===== src/hw/rtl/bitmap_slot_allocator_defines.svh =====
// assertion macros shared by the slot allocator rtl
// no dependencies; included by files that carry concurrent checks
`ifndef BITMAP_SLOT_ALLOCATOR_DEFINES_SVH
`define BITMAP_SLOT_ALLOCATOR_DEFINES_SVH

// condition must never hold outside reset
`define BSA_ASSERT_NEVER(label, clk, rst, cond) \
  label: assert property (@(posedge clk) disable iff (rst) !(cond)) \
    else $error("slot allocator check failed");

// antecedent implies consequent in the same cycle outside reset
`define BSA_ASSERT_IMPLY(label, clk, rst, ante, cons) \
  label: assert property (@(posedge clk) disable iff (rst) (ante) |-> (cons)) \
    else $error("slot allocator check failed");

`endif


===== src/hw/rtl/bsa_pkg.sv =====
// shared types, widths and codes of the bitmap slot allocator
// no dependencies; used by every rtl file of the block
package bsa_pkg;

  // field widths
  localparam int OFF_W      = 22;
  localparam int SIZE_W     = 13;
  localparam int COUNT_W    = 11;
  localparam int STATUS_W   = 2;
  localparam int CFG_IDX_W  = 1;
  localparam int CFG_DATA_W = 13;
  localparam int IN_DATA_W  = 24;
  localparam int OUT_DATA_W = 24;

  // default geometry
  localparam int WORD_BITS_DEF = 64;
  localparam int MAX_WORDS_DEF = 16;

  // register reset values
  localparam logic [SIZE_W-1:0]  SLOT_SIZE_RST  = 13'd64;
  localparam logic [COUNT_W-1:0] SLOT_COUNT_RST = 11'd1024;

  // register indexes
  localparam logic [CFG_IDX_W-1:0] REG_SLOT_SIZE  = 1'd0;
  localparam logic [CFG_IDX_W-1:0] REG_SLOT_COUNT = 1'd1;

  // commands
  localparam logic CMD_ALLOC = 1'b0;
  localparam logic CMD_FREE  = 1'b1;

  // result status codes
  typedef enum logic [STATUS_W-1:0] {
    STATUS_OK    = 2'd0,
    STATUS_FULL  = 2'd1,
    STATUS_RANGE = 2'd2
  } status_t;

  // bitmap memory access controls
  typedef struct packed {
    logic rd_en;
    logic wr_en;
  } mem_ctl_t;

  // divider status
  typedef struct packed {
    logic busy;
    logic done;
  } div_stat_t;

endpackage


===== src/hw/rtl/bsa_bitmap_mem.sv =====
// availability bitmap store: single port, registered read, one valid bit per word
// depends on bsa_pkg for the access control struct
module bsa_bitmap_mem #(
  parameter int WORD_BITS = bsa_pkg::WORD_BITS_DEF,
  parameter int MAX_WORDS = bsa_pkg::MAX_WORDS_DEF,
  localparam int ADDR_W = (MAX_WORDS > 1) ? $clog2(MAX_WORDS) : 1
) (
  input  logic                 clk,
  input  logic                 rst,
  input  bsa_pkg::mem_ctl_t    ctl,
  input  logic [ADDR_W-1:0]    addr,
  input  logic [WORD_BITS-1:0] wr_data,
  output logic [WORD_BITS-1:0] rd_data
);

  logic [WORD_BITS-1:0] mem [MAX_WORDS];
  logic [MAX_WORDS-1:0] valid;

  // storage array; a word never written reads as all free
  always_ff @(posedge clk) begin
    if (ctl.wr_en) begin
      mem[addr] <= wr_data;
    end
    if (ctl.rd_en) begin
      rd_data <= valid[addr] ? mem[addr] : '1;
    end
  end

  // written flags, cleared by reset
  always_ff @(posedge clk) begin
    if (rst) begin
      valid <= '0;
    end else if (ctl.wr_en) begin
      valid[addr] <= 1'b1;
    end
  end

endmodule


===== src/hw/rtl/bsa_div.sv =====
// restoring divider, one quotient bit per cycle, byte offset by slot size
// depends on bsa_pkg for widths and the status struct
module bsa_div (
  input  logic                       clk,
  input  logic                       rst,
  input  logic                       start,
  input  logic [bsa_pkg::OFF_W-1:0]  dividend,
  input  logic [bsa_pkg::SIZE_W-1:0] divisor,
  output bsa_pkg::div_stat_t         stat,
  output logic [bsa_pkg::OFF_W-1:0]  quo
);

  localparam int CNT_W = $clog2(bsa_pkg::OFF_W + 1);

  logic [CNT_W-1:0]            cnt;
  logic [bsa_pkg::SIZE_W-1:0]  dsr;
  logic [bsa_pkg::SIZE_W-1:0]  rem;
  logic [bsa_pkg::SIZE_W:0]    trial;
  logic [bsa_pkg::SIZE_W:0]    diff;
  logic                        ge;

  // shift in the next dividend bit and try a subtract
  assign trial = {rem, quo[bsa_pkg::OFF_W-1]};
  assign diff  = trial - {1'b0, dsr};
  assign ge    = trial >= {1'b0, dsr};

  // iteration control
  always_ff @(posedge clk) begin
    if (rst) begin
      stat <= '0;
      cnt  <= '0;
    end else begin
      stat.done <= !start && stat.busy && (cnt == CNT_W'(1));
      if (start) begin
        stat.busy <= 1'b1;
        cnt       <= CNT_W'(bsa_pkg::OFF_W);
      end else if (stat.busy) begin
        cnt <= cnt - 1'b1;
        if (cnt == CNT_W'(1)) begin
          stat.busy <= 1'b0;
        end
      end
    end
  end

  // quotient and partial remainder
  always_ff @(posedge clk) begin
    if (start) begin
      quo <= dividend;
      rem <= '0;
      dsr <= divisor;
    end else if (stat.busy) begin
      quo <= {quo[bsa_pkg::OFF_W-2:0], ge};
      rem <= ge ? diff[bsa_pkg::SIZE_W-1:0] : trial[bsa_pkg::SIZE_W-1:0];
    end
  end

endmodule


===== src/hw/rtl/bitmap_slot_allocator.sv =====
// Fixed-size slot allocator over a bitmap memory of WORD_BITS-bit words (set bit = free slot).
// An allocate word returns the byte offset of the highest free bit in the lowest nonzero word
// in use, or pool full; a free word turns a byte offset into a slot and marks it free, or
// reports an offset outside the pool. One word is in flight at a time. Allocate reads up to
// MAX_WORDS bitmap words in a read-check loop on the single memory port (read, then test
// and write back). Free runs the bit-serial divider (offset by slot size), splits the slot
// into word and bit by repeated subtraction of WORD_BITS, then does a read, a write, the
// output step and the return to idle. An offset beyond the memory is reported once the divider
// is done, one beyond the words in use once the split is done. A finished result waits in
// the output register while the next word is accepted; a second result stalls until the
// receiver takes the first. The bitmap reads as all free after reset without a clearing pass.
`include "bitmap_slot_allocator_defines.svh"

module bitmap_slot_allocator #(
  parameter int WORD_BITS = bsa_pkg::WORD_BITS_DEF,
  parameter int MAX_WORDS = bsa_pkg::MAX_WORDS_DEF
) (
  input  logic                              clk,
  input  logic                              rst,
  // configuration write port
  input  logic                              cfg_wen,
  input  logic [bsa_pkg::CFG_IDX_W-1:0]     cfg_index,
  input  logic [bsa_pkg::CFG_DATA_W-1:0]    cfg_wdata,
  // request stream
  input  logic                              s_tvalid,
  output logic                              s_tready,
  input  logic [bsa_pkg::IN_DATA_W-1:0]     s_tdata,   // [21:0] free_offset
  input  logic                              s_tuser,   // [0] cmd
  // result stream
  output logic                              m_tvalid,
  input  logic                              m_tready,
  output logic [bsa_pkg::OUT_DATA_W-1:0]    m_tdata,   // [21:0] slot_offset
  output logic [bsa_pkg::STATUS_W-1:0]      m_tuser    // [1:0] status
);

  localparam int ADDR_W  = (MAX_WORDS > 1) ? $clog2(MAX_WORDS) : 1;
  localparam int W_CNT_W = $clog2(MAX_WORDS + 1);
  localparam int BIT_W   = $clog2(WORD_BITS);
  localparam int SLOT_W  = $clog2(MAX_WORDS * WORD_BITS + 1);
  localparam int CMP_W   = (SLOT_W > bsa_pkg::COUNT_W) ? SLOT_W : bsa_pkg::COUNT_W;
  localparam int MUL_W   = (SLOT_W + bsa_pkg::SIZE_W > bsa_pkg::OFF_W) ?
                           (SLOT_W + bsa_pkg::SIZE_W) : bsa_pkg::OFF_W;

  typedef enum logic [8:0] {
    S_IDLE    = 9'b000000001,
    S_A_RD    = 9'b000000010,
    S_A_CHK   = 9'b000000100,
    S_A_MUL   = 9'b000001000,
    S_F_DIV   = 9'b000010000,
    S_F_SPLIT = 9'b000100000,
    S_F_RD    = 9'b001000000,
    S_F_WR    = 9'b010000000,
    S_DONE    = 9'b100000000
  } state_t;

  // highest set bit of a bitmap word
  function automatic logic [BIT_W-1:0] top_bit(input logic [WORD_BITS-1:0] v);
    logic [BIT_W-1:0] b;
    b = '0;
    for (int i = 0; i < WORD_BITS; i++) begin
      if (v[i]) b = BIT_W'(i);
    end
    return b;
  endfunction

  state_t                        state;
  logic [bsa_pkg::SIZE_W-1:0]    slot_size;
  logic [bsa_pkg::COUNT_W-1:0]   slot_count;
  logic [bsa_pkg::SIZE_W-1:0]    size_eff;
  logic [W_CNT_W-1:0]            w;
  logic [BIT_W-1:0]              bsel;
  logic [SLOT_W-1:0]             idx;
  bsa_pkg::status_t              res_status;
  logic [bsa_pkg::OFF_W-1:0]     res_offset;
  logic [MUL_W-1:0]              prod;
  logic [BIT_W-1:0]              tb;
  logic                          w_in_use;

  bsa_pkg::mem_ctl_t             mem_ctl;
  logic [WORD_BITS-1:0]          mem_wr_data;
  logic [WORD_BITS-1:0]          mem_rd_data;

  logic                          div_start;
  logic [bsa_pkg::OFF_W-1:0]     div_dividend;
  logic [bsa_pkg::SIZE_W-1:0]    div_divisor;
  bsa_pkg::div_stat_t            div_stat;
  logic [bsa_pkg::OFF_W-1:0]     div_quo;

  bsa_bitmap_mem #(
    .WORD_BITS (WORD_BITS),
    .MAX_WORDS (MAX_WORDS)
  ) u_mem (
    .clk     (clk),
    .rst     (rst),
    .ctl     (mem_ctl),
    .addr    (w[ADDR_W-1:0]),
    .wr_data (mem_wr_data),
    .rd_data (mem_rd_data)
  );

  bsa_div u_div (
    .clk      (clk),
    .rst      (rst),
    .start    (div_start),
    .dividend (div_dividend),
    .divisor  (div_divisor),
    .stat     (div_stat),
    .quo      (div_quo)
  );

  // configuration registers
  always_ff @(posedge clk) begin
    if (rst) begin
      slot_size  <= bsa_pkg::SLOT_SIZE_RST;
      slot_count <= bsa_pkg::SLOT_COUNT_RST;
    end else if (cfg_wen) begin
      unique case (cfg_index)
        bsa_pkg::REG_SLOT_SIZE:  slot_size  <= cfg_wdata[bsa_pkg::SIZE_W-1:0];
        bsa_pkg::REG_SLOT_COUNT: slot_count <= cfg_wdata[bsa_pkg::COUNT_W-1:0];
        default: ;
      endcase
    end
  end

  // zero slot size behaves as one byte
  assign size_eff = (slot_size == '0) ? bsa_pkg::SIZE_W'(1) : slot_size;

  // word w is in use while its first slot lies below slot_count
  assign w_in_use = (w < W_CNT_W'(MAX_WORDS)) &&
                    (CMP_W'(w) * CMP_W'(WORD_BITS) < CMP_W'(slot_count));

  assign tb   = top_bit(mem_rd_data);
  assign prod = MUL_W'(idx) * MUL_W'(size_eff);

  assign s_tready = (state == S_IDLE);

  // memory and divider controls
  always_comb begin
    mem_ctl      = '0;
    mem_wr_data  = mem_rd_data;
    div_start    = 1'b0;
    div_dividend = s_tdata[bsa_pkg::OFF_W-1:0];
    div_divisor  = size_eff;
    unique case (state)
      S_IDLE: begin
        div_start = s_tvalid && (s_tuser == bsa_pkg::CMD_FREE);
      end
      S_A_RD: begin
        mem_ctl.rd_en = w_in_use;
      end
      S_A_CHK: begin
        mem_ctl.wr_en = (mem_rd_data != '0);
        mem_wr_data   = mem_rd_data & ~(WORD_BITS'(1) << tb);
      end
      S_F_RD: begin
        mem_ctl.rd_en = 1'b1;
      end
      S_F_WR: begin
        mem_ctl.wr_en = 1'b1;
        mem_wr_data   = mem_rd_data | (WORD_BITS'(1) << bsel);
      end
      S_A_MUL, S_F_DIV, S_F_SPLIT, S_DONE: ;
      default: ;
    endcase
  end

  // sequencer and output register
  always_ff @(posedge clk) begin
    if (rst) begin
      state    <= S_IDLE;
      m_tvalid <= 1'b0;
    end else begin
      // output valid: set when a result is loaded, cleared when taken
      if ((state == S_DONE) && (!m_tvalid || m_tready)) begin
        m_tvalid <= 1'b1;
      end else if (m_tready) begin
        m_tvalid <= 1'b0;
      end
      unique case (state)
        S_IDLE: begin
          if (s_tvalid) begin
            w          <= '0;
            res_offset <= '0;
            res_status <= bsa_pkg::STATUS_OK;
            state      <= (s_tuser == bsa_pkg::CMD_FREE) ? S_F_DIV : S_A_RD;
          end
        end
        S_A_RD: begin
          if (w_in_use) begin
            state <= S_A_CHK;
          end else begin
            res_status <= bsa_pkg::STATUS_FULL;
            state      <= S_DONE;
          end
        end
        S_A_CHK: begin
          if (mem_rd_data != '0) begin
            idx   <= SLOT_W'(w[ADDR_W-1:0]) * SLOT_W'(WORD_BITS) + SLOT_W'(tb);
            state <= S_A_MUL;
          end else begin
            w     <= w + 1'b1;
            state <= S_A_RD;
          end
        end
        S_A_MUL: begin
          res_offset <= prod[bsa_pkg::OFF_W-1:0];
          state      <= S_DONE;
        end
        S_F_DIV: begin
          // slot index beyond the whole memory is out of the pool at once
          if (div_stat.done) begin
            if (div_quo < bsa_pkg::OFF_W'(MAX_WORDS * WORD_BITS)) begin
              idx   <= div_quo[SLOT_W-1:0];
              state <= S_F_SPLIT;
            end else begin
              res_status <= bsa_pkg::STATUS_RANGE;
              state      <= S_DONE;
            end
          end
        end
        S_F_SPLIT: begin
          // subtract one word of slots per cycle, w counts the words
          if (idx >= SLOT_W'(WORD_BITS)) begin
            idx <= idx - SLOT_W'(WORD_BITS);
            w   <= w + 1'b1;
          end else if (w_in_use) begin
            bsel  <= idx[BIT_W-1:0];
            state <= S_F_RD;
          end else begin
            res_status <= bsa_pkg::STATUS_RANGE;
            state      <= S_DONE;
          end
        end
        S_F_RD: begin
          state <= S_F_WR;
        end
        S_F_WR: begin
          state <= S_DONE;
        end
        S_DONE: begin
          if (!m_tvalid || m_tready) begin
            m_tdata  <= bsa_pkg::OUT_DATA_W'(res_offset);
            m_tuser  <= res_status;
            state    <= S_IDLE;
          end
        end
        default: begin
          state <= S_IDLE;
        end
      endcase
    end
  end

  // checks
  `BSA_ASSERT_NEVER(a_rd_wr_excl, clk, rst, mem_ctl.rd_en && mem_ctl.wr_en)
  `BSA_ASSERT_IMPLY(a_wr_after_rd, clk, rst, mem_ctl.wr_en, $past(mem_ctl.rd_en))
  `BSA_ASSERT_IMPLY(a_div_start_idle, clk, rst, div_start, !div_stat.busy)
  `BSA_ASSERT_IMPLY(a_err_no_offset, clk, rst, m_tvalid && (m_tuser != bsa_pkg::STATUS_OK), m_tdata == '0)

endmodule

===== config.mk =====
export PLATFORM = sky130hd
export DESIGN_NAME = bitmap_slot_allocator
export DESIGN_NICKNAME = d
export VERILOG_FILES = /design/src/hw/rtl/bsa_pkg.sv /design/src/hw/rtl/bsa_bitmap_mem.sv /design/src/hw/rtl/bsa_div.sv /design/src/hw/rtl/bitmap_slot_allocator.sv
export VERILOG_INCLUDE_DIRS = /design/src /design/src/hw/rtl
export SDC_FILE = /design/constraint.sdc
export NUM_CORES = 2
export LEC_CHECK = 0
export ABC_AREA = 1
export BUFFER_PORTS_ARGS = -buffer_cell sky130_fd_sc_hd__buf_2
export CAP_MARGIN = 10
export CELL_PAD_IN_SITES_DETAIL_PLACEMENT = 0
export CELL_PAD_IN_SITES_GLOBAL_PLACEMENT = 2
export CORE_AREA = 3 3 405 407
export DETAILED_ROUTE_END_ITERATION = 8
export DIE_AREA = 0 0 408 410
export GPL_ROUTABILITY_DRIVEN = 0
export PLACE_DENSITY = 0.87
export SLEW_MARGIN = 10
export SYNTH_ARGS = -nofsm -noshare
export SYNTH_HDL_FRONTEND = slang
export SYNTH_HIERARCHICAL = 1
export SYNTH_SLANG_ARGS = --single-unit

===== constraint.sdc =====
create_clock -name clk -period 6.1 [get_ports clk]
set_clock_uncertainty 0.15 [all_clocks]
set_input_delay 0.915 -clock clk [delete_from_list [all_inputs] [get_ports clk]]
set_output_delay 0.915 -clock clk [all_outputs]
set_load 0.1 [all_outputs]

==> flow_metrics.env <==
export IMPL_wire_per_inst_um=19.3
export IMPL_slew_viol_final=0
export IMPL_finalCritPeriodShare_pct=96.3
export IMPL_p_sw_share_pct=30.8
export IMPL_antenna_left=0
export IMPL_hold_path_class="primary input to register"
export IMPL_stdcell_area_um2=67200
export IMPL_seqPwrFrac_pct=42.2
export IMPL_syn_instance_count=6169
export IMPL_ff2ff_path_depth=28
export IMPL_synth_area_um2=59200
export IMPL_whs_path_depth=3
export IMPL_start_util_pct=36.9
export IMPL_ys_dominant_reg_cell="edfxtp_1"
export IMPL_rows=147
export IMPL_irDropWorstVdd_uv=250
export IMPL_timing_rr_start="slot_size[6]"
export IMPL_die_h_um=410
export IMPL_overflow=0
export IMPL_grt_use_met3_pct=2.64
export IMPL_firstDrtPassIters=8
export IMPL_synth_distinct_cells=57
export IMPL_rsz0062_at_grt="yes"
export IMPL_p_comb_share_pct=21.3
export IMPL_p_clk_share_pct=36.5
export IMPL_place_area_um2=62200
export IMPL_grt_max_degree=201
export IMPL_seq_area_frac_synth_pct=62.8
export IMPL_synth_area_leaders="edfxtp_1 60%, nand2_1 21%, fa_1 3.3%, inv_1 2.4%, dfxtp_1 2.4%"
export IMPL_min_from="s_tdata[8]"
export IMPL_period_needed_ns=5.87
export IMPL_timing_fmax_mhz=170
export IMPL_synth_avg_cell_area_um2=9.60
export IMPL_core_area_um2=161000
export IMPL_cts_root_buf="clkbuf_16"
export IMPL_htreeDepth=4
export IMPL_pin_count=72
export IMPL_die_area_um2=167000
export IMPL_grt_busiest_layer="met2"
export IMPL_drtIter0Drc=3349
export IMPL_crit_top_cell="fa_1"
export IMPL_final_setup_worst_slack_ns=0.228
export IMPL_total_power_mw=23.3
export IMPL_clockBufferDepth=3
export IMPL_path_class="register to register"
export IMPL_drive_above_1_share_pct=8.42
export IMPL_cp_slowest_cell="fa_1"
export IMPL_synth_top_cell_area_share_pct=60.5
export IMPL_worst_pin_slew_ns=1.27
export IMPL_dp_hpwl_um=90400
export IMPL_critPathBufInv=4
export IMPL_final_util_pct=41.8
export IMPL_area_delta_synth_final_pct=13.4
export IMPL_grtUsageTotal_pct=19.4
export IMPL_cts_sinks=1263
export IMPL_grt_use_met2_pct=32.3
export IMPL_grt_pass1_vias=39000
export IMPL_cts_buffers_inserted=141
export IMPL_ys_ff_latch=1263
export IMPL_setup_viol=0
export IMPL_worstPathArrival_ns=6.24
export IMPL_cp_end_kind="register"
export IMPL_hold_end="u_div/quo[8]"
export IMPL_antenna_cells=0
export IMPL_cp_required_ns=6.47
export IMPL_fillCellCount=15400
export IMPL_startpoint_type="register"
export IMPL_layout_nets=6441
export IMPL_clk_pin_slew_worst_paths_ns=0.06
export IMPL_die_w_um=408
export IMPL_p_int_mw=16.1
export IMPL_cp_top_family="adder cells"
export IMPL_routed_via_count=41100
export IMPL_clk_latency_ns=0.79
export IMPL_yosysWarnings=6
export IMPL_cts_tree="built"
export IMPL_max_stage_delay_ns=0.51
export IMPL_p_sw_mw=7.17
export IMPL_leakagePower_nw=28.5
export IMPL_synthTopCellsByCount="3,266 x nand2_1, 1,193 x edfxtp_1, 383 x inv_1"
export IMPL_port_buffers=67
export IMPL_synth_edf_count=1193
export IMPL_worstPathMaxFanout=2
export IMPL_pre_cts_ws_ns=-0.332
export IMPL_pwr_density_cell_nw_per_um2=346
export IMPL_hold_viol=0
export IMPL_avgViaCountPerCell=4.84
export IMPL_async_flop_share_pct=0
export IMPL_cap_violations=0
export IMPL_grt_use_met1_pct=26.4
export IMPL_antenna_found_initial=1
export IMPL_reg2reg_slack_ns=0.23
export IMPL_yosysMostFrequentCell="nand2_1"
export IMPL_wl_um=164000
export IMPL_whs_ns=0.242
export IMPL_drc=0
export IMPL_status="completed"
export IMPL_relSlewSlack_pct=15.3
export IMPL_grt_pass1_wl_um=247000
export IMPL_r2r_end="res_offset[21]"
export IMPL_yosysTopAreaCell="edfxtp_1"
[sequential cells by signal, summed over array words and instances (netlist names)]
name / count
res_status: 2
u_div/quo: 22
u_div/cnt: 5
state: 9
m_tdata: 22
u_mem/rd_data: 64
bsel: 6
u_div/rem: 13
m_tuser: 2
u_div/stat: 2
m_tvalid: 1
u_mem/mem: 1024
idx: 11
u_div/dsr: 13
res_offset: 22
slot_count: 11
slot_size: 13
u_mem/valid: 16
w: 5
[timing repair]
action	4_1_cts	5_1_grt
endpoints found under the setup margin	4	198
pin swaps	7	42
resized for setup	13	55
setup buffers	0	2
hold buffers	0	0
[worst max path at each step]
stage	startpoint	endpoint	cells past startpoint
floorplan	idx[9]	res_offset[21]	27
global placement	slot_size[6]	res_offset[21]	33
detailed placement	slot_size[6]	res_offset[21]	33
CTS	slot_size[9]	res_offset[21]	33
global route	slot_size[6]	res_offset[21]	33
finish	slot_size[6]	res_offset[21]	28
[cell usage in the layout, fill, tap and decap left out, drive strengths merged, types with 70 or more instances in the layout]
cell type | Yosys | routed
inv | 393 | 400
edfxtp | 1193 | 1193
ha | 76 | 76
fa | 98 | 98
a21oi | 118 | 118
nand2 | 3279 | 3279
clkbuf | 127 | 182
nand3 | 92 | 92
dfxtp | 70 | 70
nor2 | 335 | 335
buf | 160 | 197
[cell type report]
class	instances	area (um^2)	share of cell area, %
flip-flops and latches	1263	37200	55.4
well taps	2160	2700	4.02
clock buffers	182	3760	5.59
clock inverters	70	873	1.30
multi-input cells	4223	19500	29.1
repair buffers	197	1560	2.32
inverters	397	1510	2.25
[routing by layer]
layer	up-vias	routed length, um
li1	19900	-
met1	19900	72600
met2	1030	79200
met3	248	8410
met4	0	3930
met5	-	0
[through the flow]
step	TNS (ns)	std cells
2_1_floorplan	0	6170
3_3_place_gp	-0.590	8235
3_5_place_dp	-0.687	8235
4_1_cts	-0.0159	8487
5_1_grt	-0.211	8492
6_report	0	8492
[power by group through the flow]
stage / sequential [mW] / clock (mW) / combinational, mW
after floorplan: 9.91 / 0 / 3.51
after global placement: 10.0 / 0 / 4.87
after detailed placement: 10.0 / 0 / 4.89
after CTS: 9.83 / 8.70 / 4.93
after global routing: 9.83 / 9.04 / 5.63
final: 9.82 / 8.50 / 4.96
[worst min-delay path, delay by kind of cell]
family,cells,cell delay [ns]
and+or+nand+nor,2,0.09
buffers and inverters,1,0.07
[cells by family after synthesis]
group	count (synthesis)	share of synthesized area [%]
AOI/OAI and AO/OA	240	2.32
buffers and inverters	684	4.91
xor gates and xnor gates	18	0.266
and+or+nand+nor	3789	24.8
DFF	1263	62.8
adders and majority gates	174	4.92
other	1	0.00633
No activity file was read; power rests on OpenSTA's default activity.
